$ cat src/design/pfj_pkg.sv
// ----------------------------------------------------------------------------
// pfj_pkg: shared types, constants and arithmetic helpers
// Widths, step codes, command/status bundles and saturation functions for
// the pairwise force and jerk accumulator.
// ----------------------------------------------------------------------------
package pfj_pkg;

  localparam int LEVELS      = 2;
  localparam int FRAC_BITS   = 16;
  localparam int DATA_W      = 32;
  localparam int ACC_W       = 64;
  localparam int WIDE_W      = 128;
  localparam int MUL_B_W     = 64;
  localparam int DIFF_W      = DATA_W + 1;
  localparam int R_W         = 34;
  localparam int P_W         = 2 * DIFF_W;
  localparam int Q_SHIFT     = 32;
  localparam int DIV_STEPS   = WIDE_W;
  localparam int SQRT_STEPS  = R_W;
  localparam int SQRT_IN_W   = 2 * SQRT_STEPS;
  localparam int CNT_W       = $clog2(DIV_STEPS + 1);
  localparam int CFG_W       = 32;
  localparam int CFG_IDX_W   = 1;

  localparam logic [CFG_IDX_W-1:0] CFG_SOFTENING = 1'b0;
  localparam logic [CFG_IDX_W-1:0] CFG_JERK      = 1'b1;

  localparam logic signed [ACC_W-1:0] ACC_MAX = {1'b0, {(ACC_W-1){1'b1}}};
  localparam logic signed [ACC_W-1:0] ACC_MIN = {1'b1, {(ACC_W-1){1'b0}}};

  typedef enum logic [1:0] {
    OP_MUL  = 2'd0,
    OP_DIV  = 2'd1,
    OP_SQRT = 2'd2
  } op_t;

  typedef enum logic [4:0] {
    ST_QQ   = 5'd0,
    ST_DX2  = 5'd1,
    ST_DY2  = 5'd2,
    ST_SQRT = 5'd3,
    ST_RR   = 5'd4,
    ST_RRR  = 5'd5,
    ST_NFX  = 5'd6,
    ST_DFX  = 5'd7,
    ST_NFY  = 5'd8,
    ST_DFY  = 5'd9,
    ST_P1   = 5'd10,
    ST_P2   = 5'd11,
    ST_DU   = 5'd12,
    ST_T2X  = 5'd13,
    ST_T2Y  = 5'd14,
    ST_NJX  = 5'd15,
    ST_DJX  = 5'd16,
    ST_NJY  = 5'd17,
    ST_DJY  = 5'd18
  } step_t;

  typedef struct packed {
    logic  in_ready;
    logic  start;
    step_t step;
    logic  emit;
  } cmd_t;

  typedef struct packed {
    logic go;
    logic last;
    logic jerk_en;
    logic r2_zero;
    logic unit_done;
    logic unit_idle;
    logic out_free;
  } stat_t;

  typedef struct packed {
    logic                     kind;
    logic                     level;
    logic signed [DATA_W-1:0] pos_x;
    logic signed [DATA_W-1:0] pos_y;
    logic signed [DATA_W-1:0] mom_x;
    logic signed [DATA_W-1:0] mom_y;
    logic signed [DATA_W-1:0] charge;
    logic                     last;
  } in_item_t;

  typedef struct packed {
    logic                    out_level;
    logic signed [ACC_W-1:0] force_x;
    logic signed [ACC_W-1:0] force_y;
    logic signed [ACC_W-1:0] jerk_x;
    logic signed [ACC_W-1:0] jerk_y;
    logic                    overflow;
  } out_item_t;

  typedef struct packed {
    logic signed [ACC_W-1:0] val;
    logic                    ovf;
  } sat_t;

  // Which shared-unit operation a step runs
  function automatic op_t step_op(input step_t s);
    op_t o;
    unique case (s)
      ST_SQRT:                              o = OP_SQRT;
      ST_DFX, ST_DFY, ST_DU, ST_DJX, ST_DJY: o = OP_DIV;
      default:                              o = OP_MUL;
    endcase
    return o;
  endfunction

  function automatic logic [DIFF_W-1:0] abs_d(input logic signed [DIFF_W-1:0] v);
    return v[DIFF_W-1] ? DIFF_W'(-v) : DIFF_W'(v);
  endfunction

  function automatic logic [ACC_W-1:0] abs_a(input logic signed [ACC_W-1:0] v);
    return v[ACC_W-1] ? ACC_W'(-v) : ACC_W'(v);
  endfunction

  // Clamp a magnitude with sign into the signed accumulator range
  function automatic sat_t to_sat(input logic [WIDE_W-1:0] mag, input logic neg);
    sat_t s;
    if (|mag[WIDE_W-1:ACC_W-1]) begin
      s.ovf = 1'b1;
      s.val = neg ? ACC_MIN : ACC_MAX;
    end else begin
      s.ovf = 1'b0;
      s.val = neg ? -$signed(mag[ACC_W-1:0]) : $signed(mag[ACC_W-1:0]);
    end
    return s;
  endfunction

  function automatic sat_t sat_add(input logic signed [ACC_W-1:0] a,
                                   input logic signed [ACC_W-1:0] b);
    sat_t s;
    logic signed [ACC_W-1:0] sum;
    sum   = a + b;
    s.ovf = (a[ACC_W-1] == b[ACC_W-1]) && (sum[ACC_W-1] != a[ACC_W-1]);
    s.val = s.ovf ? (b[ACC_W-1] ? ACC_MIN : ACC_MAX) : sum;
    return s;
  endfunction

  function automatic sat_t sat_sub(input logic signed [ACC_W-1:0] a,
                                   input logic signed [ACC_W-1:0] b);
    sat_t s;
    logic signed [ACC_W-1:0] dif;
    dif   = a - b;
    s.ovf = (a[ACC_W-1] != b[ACC_W-1]) && (dif[ACC_W-1] != a[ACC_W-1]);
    s.val = s.ovf ? (b[ACC_W-1] ? ACC_MAX : ACC_MIN) : dif;
    return s;
  endfunction

endpackage

$ cat src/design/pfj_ctrl.sv
// ----------------------------------------------------------------------------
// pfj_ctrl: interaction sequencer
// Walks the steps of one interaction over the shared unit and hands the
// sums to the result register.
// ----------------------------------------------------------------------------
module pfj_ctrl import pfj_pkg::*; (
  input  logic  clk,
  input  logic  rst_n,
  input  logic  in_valid,
  input  stat_t stat,
  output cmd_t  cmd
);

  typedef enum logic [3:0] {
    S_IDLE   = 4'b0001,
    S_ISSUE  = 4'b0010,
    S_WAIT   = 4'b0100,
    S_FINISH = 4'b1000
  } state_t;

  state_t state_r, state_nxt;
  step_t  step_r, step_nxt;

  // Next state and commands
  always_comb begin
    state_nxt    = state_r;
    step_nxt     = step_r;
    cmd.in_ready = 1'b0;
    cmd.start    = 1'b0;
    cmd.step     = step_r;
    cmd.emit     = 1'b0;
    unique case (state_r)
      S_IDLE: begin
        cmd.in_ready = 1'b1;
        if (in_valid && stat.go) begin
          step_nxt  = ST_QQ;
          state_nxt = S_ISSUE;
        end
      end
      S_ISSUE: begin
        // Drop the pair when the softened squared distance is zero
        if ((step_r == ST_SQRT) && stat.r2_zero) begin
          state_nxt = S_FINISH;
        end else begin
          cmd.start = 1'b1;
          state_nxt = S_WAIT;
        end
      end
      S_WAIT: begin
        if (stat.unit_done) begin
          if (((step_r == ST_DFY) && !stat.jerk_en) || (step_r == ST_DJY)) begin
            state_nxt = S_FINISH;
          end else begin
            step_nxt  = step_t'(step_r + 1'b1);
            state_nxt = S_ISSUE;
          end
        end
      end
      S_FINISH: begin
        if (!stat.last) begin
          state_nxt = S_IDLE;
        end else if (stat.out_free) begin
          cmd.emit  = 1'b1;
          state_nxt = S_IDLE;
        end
      end
    endcase
  end

  always_ff @(posedge clk) begin
    if (!rst_n) begin
      state_r <= S_IDLE;
      step_r  <= ST_QQ;
    end else begin
      state_r <= state_nxt;
      step_r  <= step_nxt;
    end
  end

endmodule

$ cat config.mk
export PLATFORM = sky130hd
export DESIGN_NAME = pfj_ctrl
export DESIGN_NICKNAME = d
export VERILOG_FILES = /design/src/design/pfj_pkg.sv /design/src/design/pfj_ctrl.sv
export SDC_FILE = /design/constraint.sdc
export NUM_CORES = 1
export LEC_CHECK = 0
export BUFFER_PORTS_ARGS = -buffer_cell sky130_fd_sc_hd__buf_2
export CAP_MARGIN = 10
export CORE_AREA = 2 2 40 42
export DETAILED_ROUTE_END_ITERATION = 7
export DIE_AREA = 0 0 42 44
export PLACE_DENSITY = 0.69
export SLEW_MARGIN = 5
export SYNTH_ARGS = -nofsm -noshare
export SYNTH_HDL_FRONTEND = slang
export SYNTH_SLANG_ARGS = --single-unit
$ cat constraint.sdc
create_clock -name clk -period 1.25 [get_ports clk]
set_input_delay 0.1875 -clock clk [delete_from_list [all_inputs] [get_ports clk]]
set_output_delay 0.1875 -clock clk [all_outputs]
set_load 0.02 [all_outputs]
* Word level (Yosys, flattened, before mapping)
Cells that the tools add are included.
** Word-level totals
- Register bits after elaboration :: 9
- Input bits :: 10
- Output and inout port bits :: 8
- Logic and storage cells :: 39
** Operators by class
- Add/sub/neg operators :: 1
- Equality and inequality tests :: 11
- Mux-type cells :: 17
- Reduce and logical (&&, ||, !) cells :: 8
** Operators with widths (number)
- $mux 4 :: 6
- $pmux 4 s4 :: 1
- $mux 5 :: 3
- $pmux 5 s2 :: 1
- $mux 1 :: 6
- $ne 2x2->1 const B :: 3
- $add 5x1->5 const B :: 1
- $eq 5x2->1 const B :: 1
- $eq 5x4->1 const B :: 1
- $eq 5x5->1 const B :: 1
- $eq 4x1->1 const B :: 1
- $eq 4x2->1 const B :: 1
- $eq 4x3->1 const B :: 1
- $eq 4x4->1 const B :: 1
- $reduce_and 4->1 :: 1
- $logic_and 1x1->1 :: 3
- $ne 3x3->1 const B :: 1
- $reduce_and 3->1 :: 1
- $reduce_bool 2->1 :: 1
- $logic_not 1->1 :: 1
- $logic_or 1x1->1 :: 1

* Logic depth before layout (Yosys ltp)
Gate-level depths: netlist (run 1).
- Depth in word-level cells :: 6
- Mapped depth :: 6
- Depth with buffers taken out :: 6

* Worst setup path after synthesis (run 1)
Ideal clock, no wire load.
- Kind :: reg2reg
- Start point :: reg state_r[3]
- End point :: reg step_r[2]
- Setup time :: 0.117 ns
- Arrival time :: 1.457 ns
- Data required time :: 1.133 ns
- Path slack :: -0.324 ns
- Stages on the path, launching flop included :: 5
- Path buffers :: 0
- Cell sequence :: dfxtp_1 -> nor4b_4 -> nand3_2 -> a22o_1 -> a32o_1
** On the way
- Word-level cells in the longest chain between the ends :: 3
** RTL lines
- from (decl) :: RTL line pfj_ctrl.sv:21 : state_t state_r, state_nxt;
- from (signal assigned) :: RTL line pfj_ctrl.sv:75 : state_r <= state_nxt;
- $eq 4x3->1 or $eq 4x1->1 (tied branches) :: RTL line pfj_ctrl.sv:32 : unique case (state_r)
- $ne 2x2->1 (no source line) or $reduce_bool 2->1 (tied branches)
- $reduce_and 4->1 (no source line)
- to (signal assigned) :: RTL line pfj_ctrl.sv:76 : step_r <= step_nxt;
- to (decl) :: RTL line pfj_ctrl.sv:22 : step_t step_r, step_nxt;
Several ways; a longest one is shown, not always the timed one.
A chain may end at the register's enable or synchronous reset.

==> results of run 1 <==
-- per-layer routing --
| layer | GRT usage | up-vias | share of wire |
|---|---|---|---|
| li1 | - | 326 | - |
| met2 | 0.409 | 32 | 0.50 |
| met5 | 0 | - | 0 |
| met4 | 0.0968 | 0 | 0.030 |
| met3 | 0.0375 | 8 | 0.050 |
| met1 | 0.255 | 322 | 0.42 |
-- state kept, by name (all words and copies together), names as in the netlist --
name and flops:
step_r 5, state_r 4
-- cell usage after synthesis --
cell       count
nor2b_1        4
nor3b_1        1
nor2_1         2
o21a_1         2
ha_1           3
nor4_1         1
nor4b_1        2
o211ai_1       1
nor4b_4        2
inv_1          3
nand3_1        4
mux2i_1        2
nand2_2        1
nand3b_1       1
a21oi_1        2
and2_1         2
clkbuf_1       1
nand2_1        3
nand4_1        1
a22o_1         1
nand2b_1       4
or3_1          1
a222oi_1       1
and3_1         2
nand4bb_1      1
dfxtp_1        9
xnor2_1        1
o311ai_0       1
a21boi_1       1
nand3_2        1
a32o_1         1
-- power breakdown --
| part | leakage, nW | switching, mW | internal, mW |
|---|---|---|---|
| clock | 0.0150 | 0.122 | 0.124 |
| sequential | 0.0776 | 0.0295 | 0.292 |
| combinational | 0.354 | 0.0644 | 0.0840 |
| total | 0.446 | 0.216 | 0.499 |
-- what timing repair did --
item,CTS,global route
endpoints found under the setup margin,12,12
buffers inserted,11,5
pin swaps,12,9
resized for setup,34,1
-- per-stage QoR --
step | cell area [um2] | setup slack [ns]
after CTS | 1020 | -0.203
after global routing | 1060 | -0.298
after global placement | 769 | -0.149
after detailed placement | 769 | -0.190
final | 1060 | -0.262
after floorplan | 598 | -0.260
-- worst paths after layout --
check                                             start                 endpoint  slack, ns  cells after the start
worst max-delay path            state_r[2]$_SDFFE_PN0P_                   cmd[6]      -0.26                      3
worst min-delay path                              rst_n  state_r[0]$_SDFFE_PN1P_       0.24                      2
worst min register to register   step_r[4]$_SDFFE_PN0P_   step_r[4]$_SDFFE_PN0P_       0.63                      2
worst max register to register  state_r[0]$_SDFFE_PN1P_   step_r[4]$_SDFFE_PN0P_      -0.22                      5
-- worst max-delay path, stage by stage (launching register included) --
cell     delay [ns]
dfxtp_4        0.38
nor4b_4        0.32
nor2b_4        0.22
buf_6          0.13
-- layout make-up --
class / instances / share of cell area
flip-flops and latches: 9 / 0.193
well taps: 16 / 0.0189
multi-input cells: 49 / 0.453
inverters: 3 / 0.0130
clock buffers: 4 / 0.0248
repair buffers: 42 / 0.298
-- logic make-up (layout without fill, tap and decap cells) --
group,Yosys count,count (layout),synth area share
xor gates and xnor gates,1,1,0.0151
buffers and inverters,4,49,0.0259
muxes,2,2,0.0346
adders and majority gates,3,3,0.0648
AOI/OAI and AO/OA,10,10,0.134
DFF,9,9,0.311
and+or+nand+nor,33,33,0.415
==> summary.txt, run 1 <==
Finish
  • Area of the multi-input gates: 479 um2
  • Final antenna diode count: 0
  • Util after Layout: 0.746
  • Commonest non-fill, non-tap cell in the layout: buf_4
  • Non-filler instance count after layout: ~120
  • Nets: between 100 and 150
  • Share of cells above drive strength 1: 0.645
  • Fillers: 90
  • P&R area growth vs syn: 82.7%
  • Sequential cell area: 204 um2
  • Commonest cells after routing, fill and taps aside: 22 x buf_4, 12 x buf_2, 8 x buf_6

Floorplan
  • Die Ht: 44 um
  • I/O Pins: 18
  • Core ar.: ~1400 um2
  • Initial Util: 0.408
  • Die area: approximately 1800 um2
  • FP Rows: 14
  • Die width: approximately 42 um

Yosys
  • YS warnings: 0
  • Synthesized area: roughly 580 um2
  • Post-Syn Area per Cell: about 9.3 um2
  • Cells after Synth: 62
  • Synth area leaders: dfxtp_1 31%, nor4b_4 8.2%, ha_1 6.5%, nand2b_1 4.3%, nor2b_1 4.3%
  • Yosys top cell area share: 0.311
  • Sequential-to-total area share from yosys stat: 0.311
  • Synthesized Nets: 75
  • Unique masters post-synth: 31
  • Area leader, netlist: dfxtp_1
  • #FFs+latches synth: 9

GRT
  • Grt ovf: 0
  • First-pass GRT wire length: roughly 3000 um
  • Largest net degree at the start of global routing: 13
  • Initial antenna violation count: 0
  • Vias in the first global route: 600
  • Global Route Usage Sum: 0.223

CTS
  • Root buffer cell: clkbuf_4
  • Clk Latency, worst-skew pair: 0.27 ns
  • Clock transition at path regs: 0.06 ns
  • Hold Buf Count CTS: 0
  • CTS sink cnt: 9
  • CTS Buffer Depth: 2
  • CTS tree: yes
  • Clock H-tree levels: 1
  • Total CTS buffers: 3

Setup path
  • WS Path Type: register to output pin
  • Critical Path Fanout Max: 5
  • Crit path arrival time: about 1.3 ns
  • Worst endpoint required time: between 1 and 1.5 ns
  • Worst Setup Start Kind: register
  • CP endpoint kind: output pin

Routing
  • Vias/cell: 5.59
  • Vias: between 600 and 700
  • 1st-iter DRT viols: 16
  • Detailed Route WL: around 2100 um
  • Drt first pass iters: 4
  • DRT antenna net count: 0
  • # DRC: 0
  • Wire per inst: 16.7 um

Timing
  • RSZ-0062 raised after global routing: yes
  • Sum Neg Setup Slack: -1.95 ns
  • Max Transition Viols Final: 0
  • Setup violations, final: 12
  • Tcrit/Tclk final: 1.21
  • PnR worst setup slack: -0.262 ns
  • Rel. slew slack: 0.714
  • Worst-Margin Slew: 0.424 ns
  • Fmax: ~0.66 GHz
  • Hold WS: approximately 0.24 ns
  • Period minus WS final: roughly 1.5 ns
  • Hold Vio Cnt, Final: 0
  • Post-Route Skew: around 0.0043 ns

Worst hold path
  • HP Class: input pin to register

Power
  • VDD IR-drop max: between 400 and 500 uV
  • Leak pwr: around 0.45 nW
  • Power consumption: 0.715 mW
  • Pwr per Cell Area: 676 nW/um2

Placement
  • Buffers on Ports: 16
  • Final Wtd Congestion: about 0.83
  • Inst Count DP: slightly above 100
  • Dpl hpwl: 1050 um

Run status
  • Failing checks: negative setup slack
  • Status: complete, but fails checks

Job
  • Maxcap violations: 0
Note: power is estimated with default switching activity, not from simulation.
==> inputs of run 2 (changes only) <==
GPL_TIMING_DRIVEN = 0   (was default)
TNS_END_PERCENT = 20   (was default)
==> run 2 against run 1 <==
Effect of this change: the run still ends with negative setup slack left; cell area is 17% lower; register-to-register slack hardly changed; largest cell class unchanged; via count is 17% lower; clock skew is 0.0040 ns lower; highest routed layer unchanged.
==> summary.txt, run 2 (synthesized netlist as in run 1, its figures left out) <==
Setup path
  • Cell Chain, Critical Path: nor4b_4 -> and3_4 -> buf_6
  • Critical Path Fanout Max: 5
  • Crit path buffers/inverters: 1
  • Worst endpoint required time: ~1.1 ns
  • CP endpoint kind: output pin
  • WS Path Type: register to output pin
  • Worst Setup Start Kind: register
  • FF-to-FF setup slack: -0.21 ns
  • Crit-path slowest cell: dfxtp_4
  • Worst path max stage delay: 0.38 ns
  • Crit path arrival time: around 1.3 ns
  • Delay-heaviest family, CP: simple AND/OR/NAND/NOR gates

Timing
  • Period minus WS final: 1.47 ns
  • Tcrit/Tclk final: 1.17
  • Setup violations, final: 11
  • Max Transition Viols Final: 0
  • Post-Route Skew: roughly 0.00029 ns
  • Rel. slew slack: 0.735
  • RSZ-0062 raised after global routing: yes
  • Hold WS: ~0.23 ns
  • Fmax: 0.681 GHz
  • Hold Vio Cnt, Final: 0
  • Worst-Margin Slew: around 0.39 ns
  • PnR worst setup slack: -0.218 ns

Run status
  • Status: complete, but fails checks
  • Failing checks: negative setup slack

GRT
  • Vias in the first global route: 526
  • Largest net degree at the start of global routing: 11
  • Global Route Usage Sum: 0.166
  • First-pass GRT wire length: approximately 2200 um
  • Initial antenna violation count: 0
  • Grt ovf: 0

Finish
  • Biggest regs: step_r (5), state_r (4)
  • Final antenna diode count: 0
  • Biggest register: step_r
  • P&R area growth vs syn: 52.1%
  • Share of cells above drive strength 1: 0.528
  • Max FFs per register: 5
  • Nets: around 100
  • Commonest cells after routing, fill and taps aside: 13 x buf_2, 8 x buf_4, 6 x dfxtp_4
  • Commonest non-fill, non-tap cell in the layout: buf_2

Power
  • Power consumption: a little under 0.7 mW
  • VDD IR-drop max: 496 uV
  • Pwr per Cell Area: about 770 nW/um2
  • Leak pwr: around 0.34 nW

CTS
  • CTS Buffer Depth: 2
  • CTS tree: yes
  • Hold Buf Count CTS: 0
  • Total CTS buffers: 3
  • Clk Latency, worst-skew pair: between 0.2 and 0.3 ns
  • Root buffer cell: clkbuf_4
  • Clock H-tree levels: 1
  • Clock transition at path regs: 0.06 ns
  • CTS sink cnt: 9

Placement
  • Dpl hpwl: around 930 um
  • Final Wtd Congestion: around 0.74
  • Buffers on Ports: 16

Job
  • Maxcap violations: 0

Floorplan
  • I/O Pins: 18
  • Initial Util: 0.408
  • Die area: 1850 um2
  • FP Rows: 14
  • Die Ht: around 44 um
  • Die width: about 42 um
  • Core ar.: 1420 um2

Routing
  • Detailed Route WL: between 1000 and 1500 um
  • Vias: between 500 and 600
  • Wire per inst: roughly 14 um
  • 1st-iter DRT viols: 3
  • # DRC: 0
  • DRT antenna net count: 0
  • Drt first pass iters: 4
  • Vias/cell: ~5.5

Worst hold path
  • HP Class: input pin to register
## run 2: cell count changes in the layout (fill, tap and decap cells not counted), sizes merged
cell	change
buf	-19
clkbuf	+1
## run 2: per-layer routing
layer,track usage,share of wire,vias to the layer above
met5,0,0,-
met2,0.297,0.52,16
li1,-,-,287
met1,0.177,0.41,267
met4,0.0774,0.016,0
met3,0.0542,0.052,3
## run 2: through the flow
step           cell area (um2)  TNS (ns)  cells  setup slack, ns  utilization
5_1_grt                    881     -2.26    105           -0.271        0.621
6_report                   881     -1.55    105           -0.218        0.621
3_5_place_dp               688     -1.75     94           -0.267        0.485
4_1_cts                    847     -1.48    102           -0.217        0.597
3_3_place_gp               688     -1.55     94           -0.276        0.485
2_1_floorplan              588    -0.996     62           -0.260            -
## run 2: tightest hold or removal path: stages
cell and delay (ns):
buf_2 0.13, nand2b_1 0.08, a21oi_1 0.06
## run 2: report_power, final
part | total [mW] | internal, mW | switching [mW]
Sequential | 0.319 | 0.292 | 0.0271
Combinational | 0.126 | 0.0711 | 0.0550
Clock | 0.235 | 0.124 | 0.111
## run 2: repair_timing
action,CTS,global route
endpoints found under the hold margin,0,0
pin swaps,5,5
resized for setup,24,3
setup buffers,4,3
cloned,0,0
endpoints found under the setup margin,10,12
## run 2: area by class of cell
cell class                 instances  area [um2]
clock buffer                       4        26.3
timing repair buffer              23         148
inverter                           3        11.3
sequential                         9         204
multi-input combinational         49         468
buffer                             1        3.75
tap                               16        20.0
fill                             122         538
## run 2: final timing paths
path | start | cells past startpoint | to
worst max-delay path | state_r[2]$_SDFFE_PN0P_ | 3 | cmd[0]
worst min-delay path | stat[2] | 3 | state_r[1]$_SDFFE_PN0P_
worst max register to register | state_r[2]$_SDFFE_PN0P_ | 4 | step_r[2]$_SDFFE_PN0P_
worst min register to register | step_r[0]$_SDFFE_PN0P_ | 2 | step_r[0]$_SDFFE_PN0P_
